==> config.mk <==
export PLATFORM = sky130hd
export DESIGN_NAME = slow_data_text_decoder_flat
export DESIGN_NICKNAME = d
export VERILOG_FILES = /design/src/rtl/core/sdtd_pkg.sv /design/src/rtl/core/sdtd_frame_if.sv /design/src/rtl/core/sdtd_char_if.sv /design/src/rtl/core/sdtd_store.sv /design/src/rtl/core/sdtd_ctrl.sv /design/src/rtl/core/slow_data_text_decoder.sv /design/src/flat_wrapper.sv
export SDC_FILE = /design/constraint.sdc
export NUM_CORES = 1
export LEC_CHECK = 0
export BUFFER_PORTS_ARGS = -buffer_cell sky130_fd_sc_hd__buf_2
export CAP_MARGIN = 20
export CORE_ASPECT_RATIO = 1.4
export CORE_UTILIZATION = 60
export DETAILED_ROUTE_END_ITERATION = 12
export GPL_TIMING_DRIVEN = 1
export HOLD_SLACK_MARGIN = 0.06
export PLACE_DENSITY = 0.78
export SETUP_SLACK_MARGIN = 0.02
export SLEW_MARGIN = 0
export SYNTH_ARGS = -nofsm -noshare
export SYNTH_HDL_FRONTEND = slang
export SYNTH_SLANG_ARGS = --single-unit
==> constraint.sdc <==
create_clock -name clk -period 3.9 [get_ports clk]
set_clock_uncertainty 0.2 [all_clocks]
set_input_delay 0.585 -clock clk [delete_from_list [all_inputs] [get_ports clk]]
set_output_delay 0.585 -clock clk [all_outputs]
set_load 0.02 [all_outputs]
==> src/rtl/core/sdtd_pkg.sv <==
// Package for the slow-data text decoder: payload types, sync and header
// patterns, unscrambling masks and message geometry. No dependencies.
`default_nettype none

package sdtd_pkg;

    typedef logic [7:0] byte_t;
    typedef logic [4:0] pos_t;
    typedef logic [3:0] step_t;

    localparam byte_t SYNC_0 = 8'h55;
    localparam byte_t SYNC_1 = 8'h2d;
    localparam byte_t SYNC_2 = 8'h16;

    localparam byte_t HDR_SEG0 = 8'h30;
    localparam byte_t HDR_SEG1 = 8'h31;
    localparam byte_t HDR_SEG2 = 8'h32;
    localparam byte_t HDR_SEG3 = 8'h33;

    localparam byte_t XOR_0 = 8'h70;
    localparam byte_t XOR_1 = 8'h4f;
    localparam byte_t XOR_2 = 8'h93;

    localparam int    MSG_LEN  = 20;
    localparam pos_t  LAST_POS = 5'd19;
    localparam byte_t LAST_SEG = 8'd8;

    // request from the sequencer to the message memory
    typedef struct packed {
        logic  we;
        pos_t  waddr;
        byte_t wdata;
        logic  re;
        pos_t  raddr;
    } store_req_t;

endpackage

`default_nettype wire

==> src/rtl/core/sdtd_frame_if.sv <==
// Input channel of the slow-data text decoder: one voice frame per
// transaction. Depends on sdtd_pkg.
`default_nettype none

interface sdtd_frame_if;
    logic              valid;
    logic              ready;
    sdtd_pkg::byte_t   frame_index;
    sdtd_pkg::byte_t   slow_first;
    sdtd_pkg::byte_t   slow_second;
    sdtd_pkg::byte_t   slow_third;

    modport source (output valid, frame_index, slow_first, slow_second, slow_third,
                    input ready);
    modport sink   (input valid, frame_index, slow_first, slow_second, slow_third,
                    output ready);
endinterface

`default_nettype wire

==> src/rtl/core/sdtd_char_if.sv <==
// Output channel of the slow-data text decoder: one message character per
// transaction. Depends on sdtd_pkg.
`default_nettype none

interface sdtd_char_if;
    logic              valid;
    logic              ready;
    sdtd_pkg::byte_t   message_char;
    sdtd_pkg::pos_t    char_position;
    logic              last_char;

    modport source (output valid, message_char, char_position, last_char,
                    input ready);
    modport sink   (input valid, message_char, char_position, last_char,
                    output ready);
endinterface

`default_nettype wire

==> src/rtl/core/sdtd_store.sv <==
// Message memory: 20 x 8, one write port, one read port with registered
// read data that holds while no read is issued. Depends on sdtd_pkg.
`default_nettype none

module sdtd_store (
    input  wire logic                 clk,
    input  wire sdtd_pkg::store_req_t req,
    output logic [7:0]                rdata
);
    import sdtd_pkg::*;

    byte_t mem [MSG_LEN];
    byte_t rdata_reg;

    always_ff @(posedge clk)
    begin
        if (req.we)
        begin
            mem[req.waddr] <= req.wdata;
        end
        if (req.re)
        begin
            rdata_reg <= mem[req.raddr];
        end
    end

    assign rdata = rdata_reg;

endmodule

`default_nettype wire

==> src/rtl/core/sdtd_ctrl.sv <==
// Sequencer: checks frames, writes unscrambled characters into the message
// memory one per cycle and drains the message. Depends on sdtd_pkg and
// the channel interfaces.
`default_nettype none

module sdtd_ctrl (
    input  wire logic                  clk,
    input  wire logic                  rst_n,
    sdtd_frame_if.sink                 frame_in,
    sdtd_char_if.source                char_out,
    input  wire sdtd_pkg::byte_t       rdata,
    output sdtd_pkg::store_req_t       req
);
    import sdtd_pkg::*;

    typedef enum logic [1:0] {ST_IDLE, ST_WRITE, ST_DRAIN} state_t;

    state_t      state_reg,  state_next;
    logic        synced_reg, synced_next;
    step_t       step_reg,   step_next;
    logic        last_reg,   last_next;
    byte_t       chars_reg [3];
    byte_t       chars_next [3];
    pos_t        base_reg,   base_next;
    logic [1:0]  wend_reg,   wend_next;
    logic [1:0]  wcnt_reg,   wcnt_next;
    pos_t        rptr_reg,   rptr_next;
    pos_t        pos_reg,    pos_next;
    logic        ov_reg,     ov_next;

    logic  accept, is_sync, idx_ok, hdr_ok, take, issue;
    byte_t idx, b0, b1, b2, hdr;

    // first message position written by each frame
    function automatic pos_t base_of(input logic [3:0] i);
        pos_t b;
        case (i)
            4'd1:    b = 5'd0;
            4'd2:    b = 5'd2;
            4'd3:    b = 5'd5;
            4'd4:    b = 5'd7;
            4'd5:    b = 5'd10;
            4'd6:    b = 5'd12;
            4'd7:    b = 5'd15;
            4'd8:    b = 5'd17;
            default: b = 5'd0;
        endcase
        return b;
    endfunction

    always_comb
    begin
        idx = frame_in.frame_index;
        b0  = frame_in.slow_first;
        b1  = frame_in.slow_second;
        b2  = frame_in.slow_third;

        case (idx[2:1])
            2'd0:    hdr = HDR_SEG0;
            2'd1:    hdr = HDR_SEG1;
            2'd2:    hdr = HDR_SEG2;
            default: hdr = HDR_SEG3;
        endcase

        accept  = frame_in.valid && (state_reg == ST_IDLE);
        is_sync = (idx == 8'd0) && (b0 == SYNC_0) && (b1 == SYNC_1) && (b2 == SYNC_2);
        idx_ok  = synced_reg && (idx == {4'd0, step_reg}) && (idx != 8'd0)
                  && (idx <= LAST_SEG);
        hdr_ok  = !idx[0] || (b0 == hdr);
        take    = accept && !is_sync && idx_ok && hdr_ok;
        issue   = (state_reg == ST_DRAIN) && (!ov_reg || char_out.ready);

        state_next  = state_reg;
        synced_next = synced_reg;
        step_next   = step_reg;
        last_next   = last_reg;
        chars_next  = chars_reg;
        base_next   = base_reg;
        wend_next   = wend_reg;
        wcnt_next   = wcnt_reg;
        rptr_next   = rptr_reg;
        pos_next    = pos_reg;
        ov_next     = ov_reg;

        if (issue)
        begin
            ov_next = 1'b1;
        end
        else if (char_out.ready)
        begin
            ov_next = 1'b0;
        end

        case (state_reg)
            ST_IDLE:
            begin
                if (accept && is_sync)
                begin
                    synced_next = 1'b1;
                    step_next   = 4'd1;
                end
                else if (take)
                begin
                    base_next = base_of(idx[3:0]);
                    wcnt_next = 2'd0;
                    if (idx[0])
                    begin
                        chars_next[0] = b1 ^ XOR_1;
                        chars_next[1] = b2 ^ XOR_2;
                        chars_next[2] = b2 ^ XOR_2;
                        wend_next     = 2'd1;
                    end
                    else
                    begin
                        chars_next[0] = b0 ^ XOR_0;
                        chars_next[1] = b1 ^ XOR_1;
                        chars_next[2] = b2 ^ XOR_2;
                        wend_next     = 2'd2;
                    end
                    if (idx == LAST_SEG)
                    begin
                        synced_next = 1'b0;
                        step_next   = 4'd0;
                        last_next   = 1'b1;
                    end
                    else
                    begin
                        step_next = step_reg + 4'd1;
                        last_next = 1'b0;
                    end
                    state_next = ST_WRITE;
                end
            end
            ST_WRITE:
            begin
                wcnt_next = wcnt_reg + 2'd1;
                if (wcnt_reg == wend_reg)
                begin
                    rptr_next  = 5'd0;
                    state_next = last_reg ? ST_DRAIN : ST_IDLE;
                end
            end
            ST_DRAIN:
            begin
                if (issue)
                begin
                    pos_next  = rptr_reg;
                    rptr_next = rptr_reg + 5'd1;
                    if (rptr_reg == LAST_POS)
                    begin
                        state_next = ST_IDLE;
                    end
                end
            end
            default:
            begin
                state_next = ST_IDLE;
            end
        endcase
    end

    always_ff @(posedge clk or negedge rst_n)
    begin
        if (!rst_n)
        begin
            state_reg  <= ST_IDLE;
            synced_reg <= 1'b0;
            step_reg   <= 4'd0;
            last_reg   <= 1'b0;
            wend_reg   <= 2'd0;
            wcnt_reg   <= 2'd0;
            rptr_reg   <= 5'd0;
            pos_reg    <= 5'd0;
            ov_reg     <= 1'b0;
            base_reg   <= 5'd0;
            chars_reg  <= '{default: 8'd0};
        end
        else
        begin
            state_reg  <= state_next;
            synced_reg <= synced_next;
            step_reg   <= step_next;
            last_reg   <= last_next;
            wend_reg   <= wend_next;
            wcnt_reg   <= wcnt_next;
            rptr_reg   <= rptr_next;
            pos_reg    <= pos_next;
            ov_reg     <= ov_next;
            base_reg   <= base_next;
            chars_reg  <= chars_next;
        end
    end

    assign frame_in.ready = (state_reg == ST_IDLE);

    assign req.we    = (state_reg == ST_WRITE);
    assign req.waddr = base_reg + {3'd0, wcnt_reg};
    assign req.wdata = chars_reg[wcnt_reg];
    assign req.re    = issue;
    assign req.raddr = rptr_reg;

    assign char_out.valid         = ov_reg;
    assign char_out.message_char  = rdata;
    assign char_out.char_position = pos_reg;
    assign char_out.last_char     = (pos_reg == LAST_POS);

endmodule

`default_nettype wire

==> src/rtl/core/slow_data_text_decoder.sv <==
// Slow-data text message decoder, top level. Depends on sdtd_pkg, the
// channel interfaces, sdtd_ctrl and sdtd_store.
//
// One voice frame is taken per transaction on frame_in. A frame that carries
// text writes its two or three characters into the message memory at one
// per cycle (memory write port). The eighth frame also drains the whole
// 20-character message on char_out at one character per cycle while
// char_out does not stall, through the memory read port, with the last
// flagged; frame_in is held off until the last read is issued. No clearing
// pass after reset.
`default_nettype none

module slow_data_text_decoder (
    input  wire logic   clk,
    input  wire logic   rst_n,
    sdtd_frame_if.sink  frame_in,
    sdtd_char_if.source char_out
);
    import sdtd_pkg::*;

    store_req_t req;
    byte_t      rdata;

    sdtd_ctrl u_ctrl (
        .clk      (clk),
        .rst_n    (rst_n),
        .frame_in (frame_in),
        .char_out (char_out),
        .rdata    (rdata),
        .req      (req)
    );

    sdtd_store u_store (
        .clk   (clk),
        .req   (req),
        .rdata (rdata)
    );

endmodule

`default_nettype wire

==> src/flat_wrapper.sv <==
// flat-port wrapper written by rule: the top's interface ports become plain ports
module slow_data_text_decoder_flat import sdtd_pkg::*;
  (clk, rst_n, frame_in_valid, frame_in_frame_index, frame_in_slow_first, frame_in_slow_second, frame_in_slow_third, frame_in_ready, char_out_valid, char_out_message_char, char_out_char_position, char_out_last_char, char_out_ready);
  sdtd_frame_if frame_in_i ();
  sdtd_char_if char_out_i ();
  input  wire logic clk;
  input  wire logic rst_n;
  input wire logic [$bits(frame_in_i.valid)-1:0] frame_in_valid;
  input wire logic [$bits(frame_in_i.frame_index)-1:0] frame_in_frame_index;
  input wire logic [$bits(frame_in_i.slow_first)-1:0] frame_in_slow_first;
  input wire logic [$bits(frame_in_i.slow_second)-1:0] frame_in_slow_second;
  input wire logic [$bits(frame_in_i.slow_third)-1:0] frame_in_slow_third;
  output wire logic [$bits(frame_in_i.ready)-1:0] frame_in_ready;
  output wire logic [$bits(char_out_i.valid)-1:0] char_out_valid;
  output wire logic [$bits(char_out_i.message_char)-1:0] char_out_message_char;
  output wire logic [$bits(char_out_i.char_position)-1:0] char_out_char_position;
  output wire logic [$bits(char_out_i.last_char)-1:0] char_out_last_char;
  input wire logic [$bits(char_out_i.ready)-1:0] char_out_ready;
  assign frame_in_i.valid = frame_in_valid;
  assign frame_in_i.frame_index = frame_in_frame_index;
  assign frame_in_i.slow_first = frame_in_slow_first;
  assign frame_in_i.slow_second = frame_in_slow_second;
  assign frame_in_i.slow_third = frame_in_slow_third;
  assign frame_in_ready = frame_in_i.ready;
  assign char_out_valid = char_out_i.valid;
  assign char_out_message_char = char_out_i.message_char;
  assign char_out_char_position = char_out_i.char_position;
  assign char_out_last_char = char_out_i.last_char;
  assign char_out_i.ready = char_out_ready;
  slow_data_text_decoder u_core (.clk(clk), .rst_n(rst_n), .frame_in(frame_in_i), .char_out(char_out_i));
endmodule
# Yosys cells after proc, flatten, opt, wreduce, memory -nomap -nowiden
# Memory sizes are Yosys's and may differ from the RTL's. A register that Yosys moved wholly into a read port is not among the register bits.
# Cells that the tools add are included.
[word_totals]
reg_bits = 47
ram_bits = 160
mem_bits_ro = 80
inputBits = 36
out_inout_bits = 16
word_cells = 107
n_memories = 2
[memory_table]
columns = ["name", "words", "word_bits", "read_ports", "rd_clocked_by_memory_dff", "write_ports", "line_no", "source"]
rows = [
  ["u_core.u_store.mem", 20, 8, 1, 1, 1, "sdtd_store.sv:12", "byte_t mem [MSG_LEN];"],
  ["(no name shown)", 16, 5, 1, 1, 0, "sdtd_ctrl.sv:37", "case (i)"],
]
[op_classes]
addsub = 4
order_cmp = 2
eq_ne = 18
n_mux = 30
bitwise = 5
n_reduce_logical = 34
[op_table]
columns = ["op", "n"]
rows = [
  ["$mux 24", 1],
  ["$mux 2", 9],
  ["$bmux 8 s2", 1],
  ["$mux 8", 2],
  ["$logic_and 1x1->1", 12],
  ["$mux 4", 3],
  ["$pmux 2 s3", 2],
  ["$reduce_and 3->1", 4],
  ["$eq 5x5->1 const B", 2],
  ["$mux 5", 2],
  ["$pmux 5 s2", 1],
  ["$reduce_bool 2->1", 5],
  ["$eq 8x4->1", 1],
  ["$eq 8x4->1 const B", 1],
  ["$eq 8x5->1 const B", 1],
  ["$eq 8x6->1 const B", 1],
  ["$eq 8x7->1 const B", 1],
  ["$eq 8x8->1", 1],
  ["$le 8x4->1 const B", 1],
  ["$logic_not 8->1", 1],
  ["$mux 1", 8],
  ["$reduce_bool 8->1", 1],
  ["$ne 2x2->1 const B", 3],
  ["$add 5x1->5 const B", 1],
  ["other kinds (19)", 28],
]

# Logic depth before layout (Yosys ltp)
# Gate-level depths: netlist of the first run.
[depth]
word_depth = 11
depth_mapped = 10
mapped_depth_nobuf = 7

# Modules after synthesis
# From an unflattened synthesis of the first run, not the netlist that was laid out.
[hier_totals]
hier_cells = 618
hier_area_um2 = 9552.9
[by_module_without_submodules]
columns = ["module", "instances", "cells_each", "area_per_inst_um2", "seq_area_each_um2"]
rows = [
  ["sdtd_store", 1, 308, 6562.5, 5044.8],
  ["sdtd_ctrl", 1, 310, 2990.4, 1301.2],
]

# Least setup slack after synthesis of the first run
# No wires, ideal clock.
[synth_path]
kind = "input -> register"
from = "input frame_in_frame_index[0]"
to = "register u_core.u_ctrl.step_reg[2]"
setup_ns = 0.077
arrival_time_ns = 2.817
required_time_ns = 3.623
slack_ns = 0.805
path_stages = 9
n_path_buf = 2
path_cell_list = "buf_2 > inv_1 > ha_1 > nor2b_1 > xnor2_1 > or4b_4 > buf_6 > or4b_1 > a21oi_1"
[synth_via]
elab_chain_len = 10
word_cells_on_any_way = 23
classes_between = "order compare (1); eq/ne (2); mux (3); reduce/logical (17)"
[synth_rtl]
columns = ["element", "line_no", "source"]
rows = [
  ["start: declaration", "flat_wrapper.sv:9", "input wire logic [$bits(frame_in_i.frame_index)-1:0] frame_in_frame_index;"],
  ["parallel branches: the longest is 10 deep, another holds $le 8x4->1", "n/a", ""],
  ["end signal: assignment", "sdtd_ctrl.sv:182", "step_reg <= step_next;"],
  ["end: declaration", "sdtd_ctrl.sv:20", "step_t step_reg, step_next;"],
]
# Several ways; the timed one is not identified. The select of a mux whose other input is x is not followed.
# A chain may end at the register's enable or synchronous reset.

# Worst setup path in the final report of the first run
[layout_path]
from = "register u_core.u_ctrl.base_reg[0]"
to = "memory u_core.u_store.mem[0][5] (netlist name) (enable)"
[layout_via]
elab_chain_len = 1
[layout_rtl]
columns = ["element", "line_no", "source"]
rows = [
  ["start: declaration", "sdtd_ctrl.sv:24", "pos_t base_reg, base_next;"],
  ["$add 5x2->5", "sdtd_ctrl.sv:197", "assign req.waddr = base_reg + {3'd0, wcnt_reg};"],
  ["end: declaration", "sdtd_store.sv:12", ""],
]
# Every way passes these cells.

==> results of run 1 <==
[how the worst max path moves through the flow]
stage | from | end | slack [ps] | cells after the start
global route | frame_in_frame_index[0] | u_core.u_ctrl.step_reg[3] | 750 | 8
global placement | frame_in_frame_index[0] | u_core.u_ctrl.step_reg[3] | 540 | 8
detailed placement | frame_in_frame_index[0] | u_core.u_ctrl.step_reg[3] | 410 | 8
finish | u_core.u_ctrl.base_reg[0] | u_core.u_store.mem[0][5] | 910 | 4
CTS | frame_in_frame_index[0] | u_core.u_ctrl.step_reg[3] | 930 | 8
floorplan | frame_in_frame_index[0] | u_core.u_ctrl.step_reg[2] | 810 | 9
[layout by cell type, fill, tap and decap left out, types with 3 or more instances in the layout]
cell       count
nand4_1        6
nand2b_1       4
ha_1           9
inv_1         13
clkinv_2       3
nand3_1       12
o31ai_1        4
mux2_2         7
a221oi_1       8
buf_4         18
o21ai_1        8
buf_2         51
buf_6          3
a2111oi_0      8
nor2_1        40
edfxtp_1     168
clkbuf_1       3
mux4_2        40
bufinv_16      4
nand2_1       71
mux2i_1       24
xnor2_1       10
a21oi_1       14
clkinv_1       3
clkbuf_16     21
xor2_1         4
dfrtp_1       51
nor2b_1       13
o21ai_0       40
[per-stage QoR]
step	utilization, %	worst slack, ps
detailed placement	65.43	412.8
global placement	65.21	538.5
CTS	70.12	926.1
floorplan	-	805.2
global route	70.50	745.3
finish	70.50	913.1
[logic make-up (layout without fill, tap and decap cells)]
logic type	count (synthesis)	count (layout)	synth area share (%)
DFF	220	220	67.67
buffers and inverters	49	125	2.161
xor gates and xnor gates	14	14	1.307
adders and majority gates	10	10	1.414
muxes	71	71	13.01
and+or+nand+nor	167	167	8.646
AOI/OAI and AO/OA	89	89	5.791
[per-layer routing]
metal / share of wire, % / up-vias
li1: - / 2482
met1: 38 / 2697
met2: 53 / 252
met3: 6.0 / 39
met4: 2.5 / 0
met5: 0 / -
[power breakdown]
part	total (mW)	internal, mW	leakage [nW]	switching (mW)
combinational	0.0815	0.0340	1.18	0.0475
sequential	2.49	2.49	1.92	0.00000295
clock	2.08	1.27	0.341	0.816
total	4.66	3.80	3.43	0.863
[final cells by class]
cell class,instances,area [µm²]
Clock buffer,25,550.5
Timing Repair Buffer,75,481.7
Multi-Input combinational cell,351,2829
Sequential cell,220,6347
Tap cell,192,240.2
Inverter,14,52.55
Clock inverter,11,157.7
Fill cell,952,4461
[worst max-delay path: stages, from the launching register on]
cell and delay [ps]:
dfrtp_1 390, ha_1 230, fa_1 540, or3_1 540, nor2_1 710
==> flow_metrics.env, run 1 <==
export IMPL_status="completed"
export IMPL_antenna_found_initial=0
export IMPL_cts_tree="built"
export IMPL_htree_num_levels=1
export IMPL_rsz0062_at_grt="false"
export IMPL_dp_cells=849
export IMPL_gp_congestion=0.8023
export IMPL_tightest_slew_ps=1132
export IMPL_grt_pass1_wl_um=30390
export IMPL_async_flop_share_pct=23.64
export IMPL_cap_violations=0
export IMPL_fp_dieH_um=149.9
export IMPL_syn_num_nets=666
export IMPL_grt_pass1_vias=5542
export IMPL_use_met2_pct=45.10
export IMPL_worst_hold_startpoint="frame_in_slow_third[1]"
export IMPL_clk_path_buf_depth=3
export IMPL_cp_max_fo=8
export IMPL_synth_most_common_cell="edfxtp_1"
export IMPL_die_x_um=107.7
export IMPL_r2r_start="u_core.u_ctrl.base_reg[0]"
export IMPL_r2r_cells=4
export IMPL_met3_usage_pct=3.005
export IMPL_firstDrtPassIters=4
export IMPL_placedInstanceArea_um2=9893
export IMPL_synth_area_um2=9378
export IMPL_stdcell_area_um2=10660
export IMPL_pwr_density_cell_nw_per_um2=437.1
export IMPL_ys_seq_area_share_pct=67.67
export IMPL_cts_made_buffers=20
export IMPL_stdcell_count=888
export IMPL_hpwl_um=12740
export IMPL_num_rows=53
export IMPL_critPathRequiredTime_ps=3810
export IMPL_core_area_um2=15120
export IMPL_die_area_um2=16140
export IMPL_syn_avg_cell_area_um2=15.13
export IMPL_synth_largest_area_cell="edfxtp_1"
export IMPL_holdPathStages=2
export IMPL_clk_transition_reported_paths_ps=70
export IMPL_hold_viol=0
export IMPL_cts_hold_buf=0
export IMPL_finalSetupViolCount=0
export IMPL_antenna_cells=0
export IMPL_p_total_mw=4.659
export IMPL_yosys_top_cells_area="edfxtp_1, dfrtp_1, mux4_2, nand2_1, mux2i_1"
export IMPL_busiest_layer="met2"
export IMPL_grt_max_degree=67
export IMPL_fin_nets=728
export IMPL_crit_arrival_ps=2900
export IMPL_synth_distinct_cells=49
export IMPL_drt_wl_total_um=19250
export IMPL_io_buffers=51
export IMPL_met1_usage_pct=31.53
export IMPL_reg2reg_slack_ps=910
export IMPL_hold_ws_ps=117.7
export IMPL_synth_flop_cell="edfxtp_1"
export IMPL_track_usage_pct=25.12
export IMPL_routedWlPerCell_um=21.68
export IMPL_synth_enable_flop_cells=168
export IMPL_fin_crit_sh_pct=76.59
export IMPL_yosysWarnings=0
export IMPL_hp_class="primary input to flop"
export IMPL_synth_top_cell_area_share_pct=53.80
export IMPL_drc=0
export IMPL_leakage_nw=3.434
export IMPL_finalSetupTns_ps=0
export IMPL_num_io_pins=52
export IMPL_whs_endpoint="u_core.u_ctrl.chars_reg[1]"
export IMPL_ys_ff_latch=220
export IMPL_critPathLaunchType="flop"
export IMPL_period_needed_ps=2987
export IMPL_initial_core_util_pct=62.02
export IMPL_detail_route_antenna_nets=0
export IMPL_vias=5470
export IMPL_postCtsSetupRepairBufs=0
export IMPL_irDropWorstVdd_uv=288.0
export IMPL_cp_end_kind="flop"
export IMPL_worstSkewPairLatency_ps=480
export IMPL_synth_common_cells="edfxtp_1, nand2_1, dfrtp_1, o21ai_0"
export IMPL_crit_type="flop to flop"
export IMPL_drive_gt1_share_pct=22.56
export IMPL_syn_to_final_growth_pct=13.66
export IMPL_gr_total_overflow=0
export IMPL_slew_headroom_pct=24.54
export IMPL_worstReg2RegEnd="u_core.u_store.mem[0][5]"
export IMPL_fmax_mhz=334.8
export IMPL_synth_cells=620
export IMPL_largest_reg_flops=160
export IMPL_cts_resized_gates=0
export IMPL_cts_root_buf="clkbuf_16"
export IMPL_viasPerCell=6.160
export IMPL_cts_sink_count=220
export IMPL_dr_first_iter_drc_count=420
export IMPL_maxSlewViolCount=0
(Power assumes the default switching activity.)
==> run 2: changes to the inputs <==
--- a/config.mk
+++ b/config.mk
@@ -8,11 +8,11 @@
 export BUFFER_PORTS_ARGS = -buffer_cell sky130_fd_sc_hd__buf_2
 export CAP_MARGIN = 20
 export CORE_ASPECT_RATIO = 1.4
-export CORE_UTILIZATION = 60
+export CORE_UTILIZATION = 55
 export DETAILED_ROUTE_END_ITERATION = 12
 export GPL_TIMING_DRIVEN = 1
 export HOLD_SLACK_MARGIN = 0.06
-export PLACE_DENSITY = 0.78
+export PLACE_DENSITY = 0.75
 export SETUP_SLACK_MARGIN = 0.02
 export SLEW_MARGIN = 0
 export SYNTH_ARGS = -nofsm -noshare
==> constraint.sdc (replaced) <==
create_clock -name clk -period 2.5 [get_ports clk]
set_clock_uncertainty 0.2 [all_clocks]
set_input_delay 0.375 -clock clk [delete_from_list [all_inputs] [get_ports clk]]
set_output_delay 0.375 -clock clk [all_outputs]
set_load 0.02 [all_outputs]
==> flow_metrics.env, run 2 (synthesized netlist as in run 1, its figures left out) <==
export IMPL_fin_nets=795
export IMPL_firstDrtPassIters=5
export IMPL_pre_cts_slack_ps=-72.02
export IMPL_cp_end_kind="flop"
export IMPL_cap_violations=0
export IMPL_drt_wl_total_um=19800
export IMPL_hp_class="primary input to flop"
export IMPL_largest_reg_flops=160
export IMPL_intPower_mw=5.546
export IMPL_grt_pass1_vias=5930
export IMPL_clk_transition_reported_paths_ps=60
export IMPL_core_area_um2=16750
export IMPL_hold_viol=0
export IMPL_cts_sink_count=220
export IMPL_crit_arrival_ps=2440
export IMPL_syn_to_final_growth_pct=20.01
export IMPL_pwr_density_cell_nw_per_um2=609.4
export IMPL_period_needed_ps=2441
export IMPL_p_clk_share_pct=40.8
export IMPL_slew_headroom_pct=54.91
export IMPL_cts_tree="built"
export IMPL_p_comb_share_pct=2.5
export IMPL_netSwitchingFraction_pct=19.14
export IMPL_drive_gt1_share_pct=29.10
export IMPL_r2r_cells=7
export IMPL_antenna_cells=0
export IMPL_grt_pass1_wl_um=30950
export IMPL_fp_dieH_um=156.5
export IMPL_num_io_pins=52
export IMPL_viasPerCell=5.930
export IMPL_gr_total_overflow=0
export IMPL_clk_path_buf_depth=3
export IMPL_critPathRequiredTime_ps=2500
export IMPL_placedInstanceArea_um2=10330
export IMPL_antenna_found_initial=0
export IMPL_track_usage_pct=23.16
export IMPL_fmax_mhz=409.7
export IMPL_die_x_um=112.4
export IMPL_fill_cells=1096
export IMPL_tightest_slew_ps=667.3
export IMPL_initial_core_util_pct=56.00
export IMPL_r2r_start="u_core.u_ctrl.base_reg[0]"
export IMPL_grt_max_degree=53
export IMPL_pwr_share_seq_pct=56.7
export IMPL_critPathLaunchType="flop"
export IMPL_stdcell_count=966
export IMPL_crit_chain="ha_2 -> fa_2 -> buf_4 -> nand3b_1 -> buf_6 -> nor2_2 -> buf_6"
export IMPL_worstSetupStartpoint="u_core.u_ctrl.base_reg[0]"
export IMPL_maxSlewViolCount=0
export IMPL_power_switching_mw=1.312
export IMPL_worstSkewPairLatency_ps=480
export IMPL_cts_made_buffers=20
export IMPL_cts_root_buf="clkbuf_16"
export IMPL_worst_path_stages=7
export IMPL_drc=0
export IMPL_irDropWorstVdd_uv=349.9
export IMPL_htree_num_levels=1
export IMPL_cpMostUsedCell="buf_6"
export IMPL_reg2reg_slack_ps=60
export IMPL_status="completed"
export IMPL_cp_top_family="adder cells"
export IMPL_cp_max_fo=8
export IMPL_die_area_um2=17580
export IMPL_final_common_cell="edfxtp_1"
export IMPL_hpwl_um=13260
export IMPL_worstReg2RegEnd="u_core.u_store.mem[2][1]"
export IMPL_fin_crit_sh_pct=97.62
export IMPL_routedWlPerCell_um=20.50
export IMPL_dp_cells=905
export IMPL_io_buffers=51
export IMPL_stdcell_area_um2=11250
export IMPL_slowest_stage="fa_2"
export IMPL_gp_congestion=0.8626
export IMPL_timing_critical_path_buf_inv=3
export IMPL_dr_first_iter_drc_count=447
export IMPL_finalSetupViolCount=0
export IMPL_crit_type="flop to flop"
export IMPL_num_rows=56
export IMPL_cpPeakStageDelay_ps=560
export IMPL_final_cell_mix="edfxtp_1, nand2_1, buf_4"
export IMPL_crit_end="u_core.u_store.mem[2][1]"
export IMPL_fin_ws_ps=59.41
export IMPL_vias=5728
export IMPL_leakage_nw=3.727
export IMPL_detail_route_antenna_nets=0
-- run 2: cell types whose count changed in the layout (fill, tap and decap cells not counted), sizes merged --
cell / delta
buf: +46
clkinvlp: -2
clkbuf: +4
clkinv: +2
dlygate4sd3: +21
bufinv: -4
-- run 2: final cells by class --
class	count	area, µm²	area share [%]
Multi-Input combinational cell	351	2920	25.95
Sequential cell	220	6349	56.41
Timing Repair Buffer	142	1079	9.583
Tap cell	203	254.0	2.257
Inverter	14	57.56	0.5114
Clock inverter	7	30.03	0.2668
Clock buffer	29	565.5	5.025
-- run 2: power by group through the flow --
| stage | combinational [mW] | sequential [mW] | clock, mW |
|---|---|---|---|
| after global placement | 0.136 | 3.97 | 0 |
| after detailed placement | 0.139 | 3.97 | 0 |
| after floorplan | 0.0572 | 3.97 | 0 |
| after CTS | 0.166 | 3.89 | 2.84 |
| final | 0.171 | 3.89 | 2.80 |
| after global routing | 0.187 | 3.89 | 2.96 |
-- run 2: per-layer routing --
layer  routed length [µm]  up-vias  track usage, %  part of all wire (%)
li1                     -     2618               -                     -
met1                 7641     2844           27.54                    39
met2                10560      209           42.44                    53
met3                  870       57           2.905                   4.4
met4                  731        0           9.841                   3.7
met5                    0        -               0                     0
-- run 2: what timing repair did --
item                                    in CTS  in global routing
pin swaps                                    1                  2
hold buffers                                22                  0
resized for setup                            7                 17
endpoints found under the setup margin     128                138
hold endpoints to repair                    78                  0
setup buffers                                2                  1
-- run 2: worst min path at each step --
stage	startpoint	endpoint	cells after the start
after global routing	frame_in_slow_first[3]	u_core.u_ctrl.chars_reg[19]	3
after detailed placement	u_core.u_ctrl.chars_reg[8]	u_core.u_ctrl.chars_reg[8]	2
after floorplan	rst_n	u_core.u_ctrl.base_reg[0]	0
after CTS	frame_in_slow_first[0]	u_core.u_ctrl.chars_reg[16]	3
after global placement	u_core.u_ctrl.chars_reg[22]	u_core.u_ctrl.chars_reg[22]	2
final	frame_in_slow_first[3]	u_core.u_ctrl.chars_reg[19]	3
-- run 2: worst register-to-register path, cell delays in order (launching register included) --
cell      delay [ps]
dfrtp_1          380
ha_2             210
fa_2             560
buf_4            120
nand3b_1         170
buf_6            200
nor2_2           140
buf_6            170
-- run 2: metrics by stage --
step	hold slack (ps)	power, mW	utilization (%)	setup TNS [ps]
3_5_place_dp	270.6	4.106	61.66	-1862
6_report	59.41	6.859	67.21	0
5_1_grt	69.03	7.040	67.21	-38.78
3_3_place_gp	261.1	4.103	61.66	0
4_1_cts	62.11	6.899	66.80	0
2_1_floorplan	-120.6	4.025	-	-1824
==> run 3: changes to the inputs <==
--- a/config.mk
+++ b/config.mk
@@ -7,12 +7,14 @@
 export LEC_CHECK = 0
 export BUFFER_PORTS_ARGS = -buffer_cell sky130_fd_sc_hd__buf_2
 export CAP_MARGIN = 20
+export CELL_PAD_IN_SITES_DETAIL_PLACEMENT = 0
+export CELL_PAD_IN_SITES_GLOBAL_PLACEMENT = 2
 export CORE_ASPECT_RATIO = 1.4
-export CORE_UTILIZATION = 55
+export CORE_UTILIZATION = 40
 export DETAILED_ROUTE_END_ITERATION = 12
 export GPL_TIMING_DRIVEN = 1
 export HOLD_SLACK_MARGIN = 0.06
-export PLACE_DENSITY = 0.75
+export PLACE_DENSITY = 0.74
 export SETUP_SLACK_MARGIN = 0.02
 export SLEW_MARGIN = 0
 export SYNTH_ARGS = -nofsm -noshare
==> flow_metrics.env, run 3 (synthesized netlist as in run 1, its figures left out) <==
export IMPL_status="completed"
export IMPL_final_cell_mix="edfxtp_1, nand2_1, buf_4"
export IMPL_fill_cells=1980
export IMPL_die_area_um2=24070
export IMPL_fin_nets=805
export IMPL_num_io_pins=52
export IMPL_drive_gt1_share_pct=29.16
export IMPL_cpPeakStageDelay_ps=610
export IMPL_rsz0062_at_grt="false"
export IMPL_cp_max_fo=8
export IMPL_die_x_um=131.4
export IMPL_hold_ws_ps=76.43
export IMPL_final_common_cell="edfxtp_1"
export IMPL_grt_pass1_wl_um=32530
export IMPL_detail_route_antenna_nets=0
export IMPL_hpwl_um=14020
export IMPL_fin_crit_sh_pct=95.21
export IMPL_initial_core_util_pct=41.18
export IMPL_crit_arrival_ps=2600
export IMPL_viasPerCell=5.124
export IMPL_grt_max_degree=57
export IMPL_vias=5513
export IMPL_placedInstanceArea_um2=10590
export IMPL_firstDrtPassIters=4
export IMPL_tightest_slew_ps=797.8
export IMPL_core_area_um2=22770
export IMPL_leakage_nw=3.816
export IMPL_cts_tree="built"
export IMPL_drc=0
export IMPL_track_usage_pct=17.43
export IMPL_slew_headroom_pct=46.81
export IMPL_num_rows=65
export IMPL_grt_pass1_vias=5979
export IMPL_antenna_found_initial=0
export IMPL_irDropWorstVdd_uv=422.7
export IMPL_period_needed_ps=2380
export IMPL_pwr_density_cell_nw_per_um2=628.5
export IMPL_syn_to_final_growth_pct=23.56
export IMPL_stdcell_area_um2=11590
export IMPL_drt_wl_total_um=20010
export IMPL_dr_first_iter_drc_count=347
export IMPL_cp_end_kind="flop"
export IMPL_worstSkewPairLatency_ps=490
export IMPL_gp_congestion=0.7786
export IMPL_fp_dieH_um=183.2
export IMPL_clk_path_buf_depth=3
export IMPL_hold_viol=0
export IMPL_crit_chain="dlygate4sd3_1 -> buf_2 -> xnor2_1 -> nand3_1 -> or4b_4 -> or4_1 -> a21oi_1"
export IMPL_finalSetupTns_ps=0
export IMPL_finalSetupViolCount=0
export IMPL_largest_reg_flops=160
export IMPL_hp_class="primary input to flop"
export IMPL_htree_num_levels=1
export IMPL_critPathLaunchType="primary input"
export IMPL_io_buffers=51
export IMPL_maxSlewViolCount=0
export IMPL_fmax_mhz=420.1
export IMPL_cts_made_buffers=22
export IMPL_crit_type="primary input to flop"
export IMPL_gr_total_overflow=0
export IMPL_cts_root_buf="clkbuf_16"
export IMPL_routedWlPerCell_um=18.60
export IMPL_clk_transition_reported_paths_ps=60
export IMPL_cts_sink_count=220
export IMPL_critPathRequiredTime_ps=2720
export IMPL_slowest_stage="or4b_4"
export IMPL_antenna_cells=0
export IMPL_cap_violations=0
run 3: cell types whose count changed in the layout (fill, tap and decap cells not counted), sizes merged:
cell,previous run,this run
buf,120,125
clkinvlp,0,5
dlygate4sd3,22,25
clkinv,8,5
bufinv,0,2
run 3: repair_timing:
item | 4_1_cts | 5_1_grt
endpoints found under the setup margin | 0 | 144
resized for setup | 0 | 9
hold buffers | 25 | 0
setup buffers | 0 | 1
hold endpoints to repair | 78 | 0
run 3: through the flow:
step                      power, mW  std cells  util [%]  setup WS [ps]
after floorplan               4.025        620         -         -47.32
after global placement        4.111       1010     46.50         -77.92
after detailed placement      4.113       1010     46.50         -104.4
after CTS                     7.365       1075     50.71          21.56
after global routing          7.531       1076     50.88          21.46
final                         7.282       1076     50.88          119.7
run 3: final timing paths:
| kind | slack, ps | start | depth (start not counted) | endpoint |
|---|---|---|---|---|
| max in group asynchronous | 1330 | rst_n | 3 | u_core.u_ctrl.chars_reg[18] |
| min in group asynchronous | 90 | rst_n | 2 | u_core.u_ctrl.step_reg[1] |
| worst min-delay path | 80 | frame_in_slow_second[7] | 3 | u_core.u_ctrl.chars_reg[15] |
| worst max register to register | 130 | u_core.u_ctrl.base_reg[0] | 5 | u_core.u_store.mem[12][6] |
| worst min register to register | 270 | u_core.u_ctrl.chars_reg[19] | 2 | u_core.u_ctrl.chars_reg[19] |
| worst max-delay path | 120 | frame_in_frame_index[3] | 7 | u_core.u_ctrl.step_reg[3] |
run 3: worst max-delay path, delay by kind of cell:
family                 cells  cell delay, ps
AND/OR/NAND/NOR            3            1230
buffers and inverters      2             710
XOR/XNOR                   1             170
AO/OA/AOI/OAI              1             130
run 3: power breakdown:
| group | internal, mW | total, mW | switching, mW |
|---|---|---|---|
| Sequential | 3.89 | 3.89 | 0.00000481 |
| Clock | 1.90 | 3.22 | 1.32 |
| Combinational | 0.0891 | 0.175 | 0.0855 |
| Total | 5.88 | 7.28 | 1.41 |
run 3: layout make-up:
| cell class | instances | area, µm² | area share (%) |
|---|---|---|---|
| Sequential cell | 220 | 6349 | 54.79 |
| Clock buffer | 29 | 598.1 | 5.161 |
| Clock inverter | 11 | 111.4 | 0.9610 |
| Multi-Input combinational cell | 351 | 2884 | 24.89 |
| Timing Repair Buffer | 150 | 1211 | 10.45 |
| Tap cell | 301 | 376.6 | 3.250 |
| Inverter | 14 | 57.56 | 0.4967 |
run 3: layer usage:
layer	global-route usage, %	share of wire (%)
met1	20.58	41
met3	2.156	2.9
met2	33.23	55
met5	0	0
met4	4.512	1.5
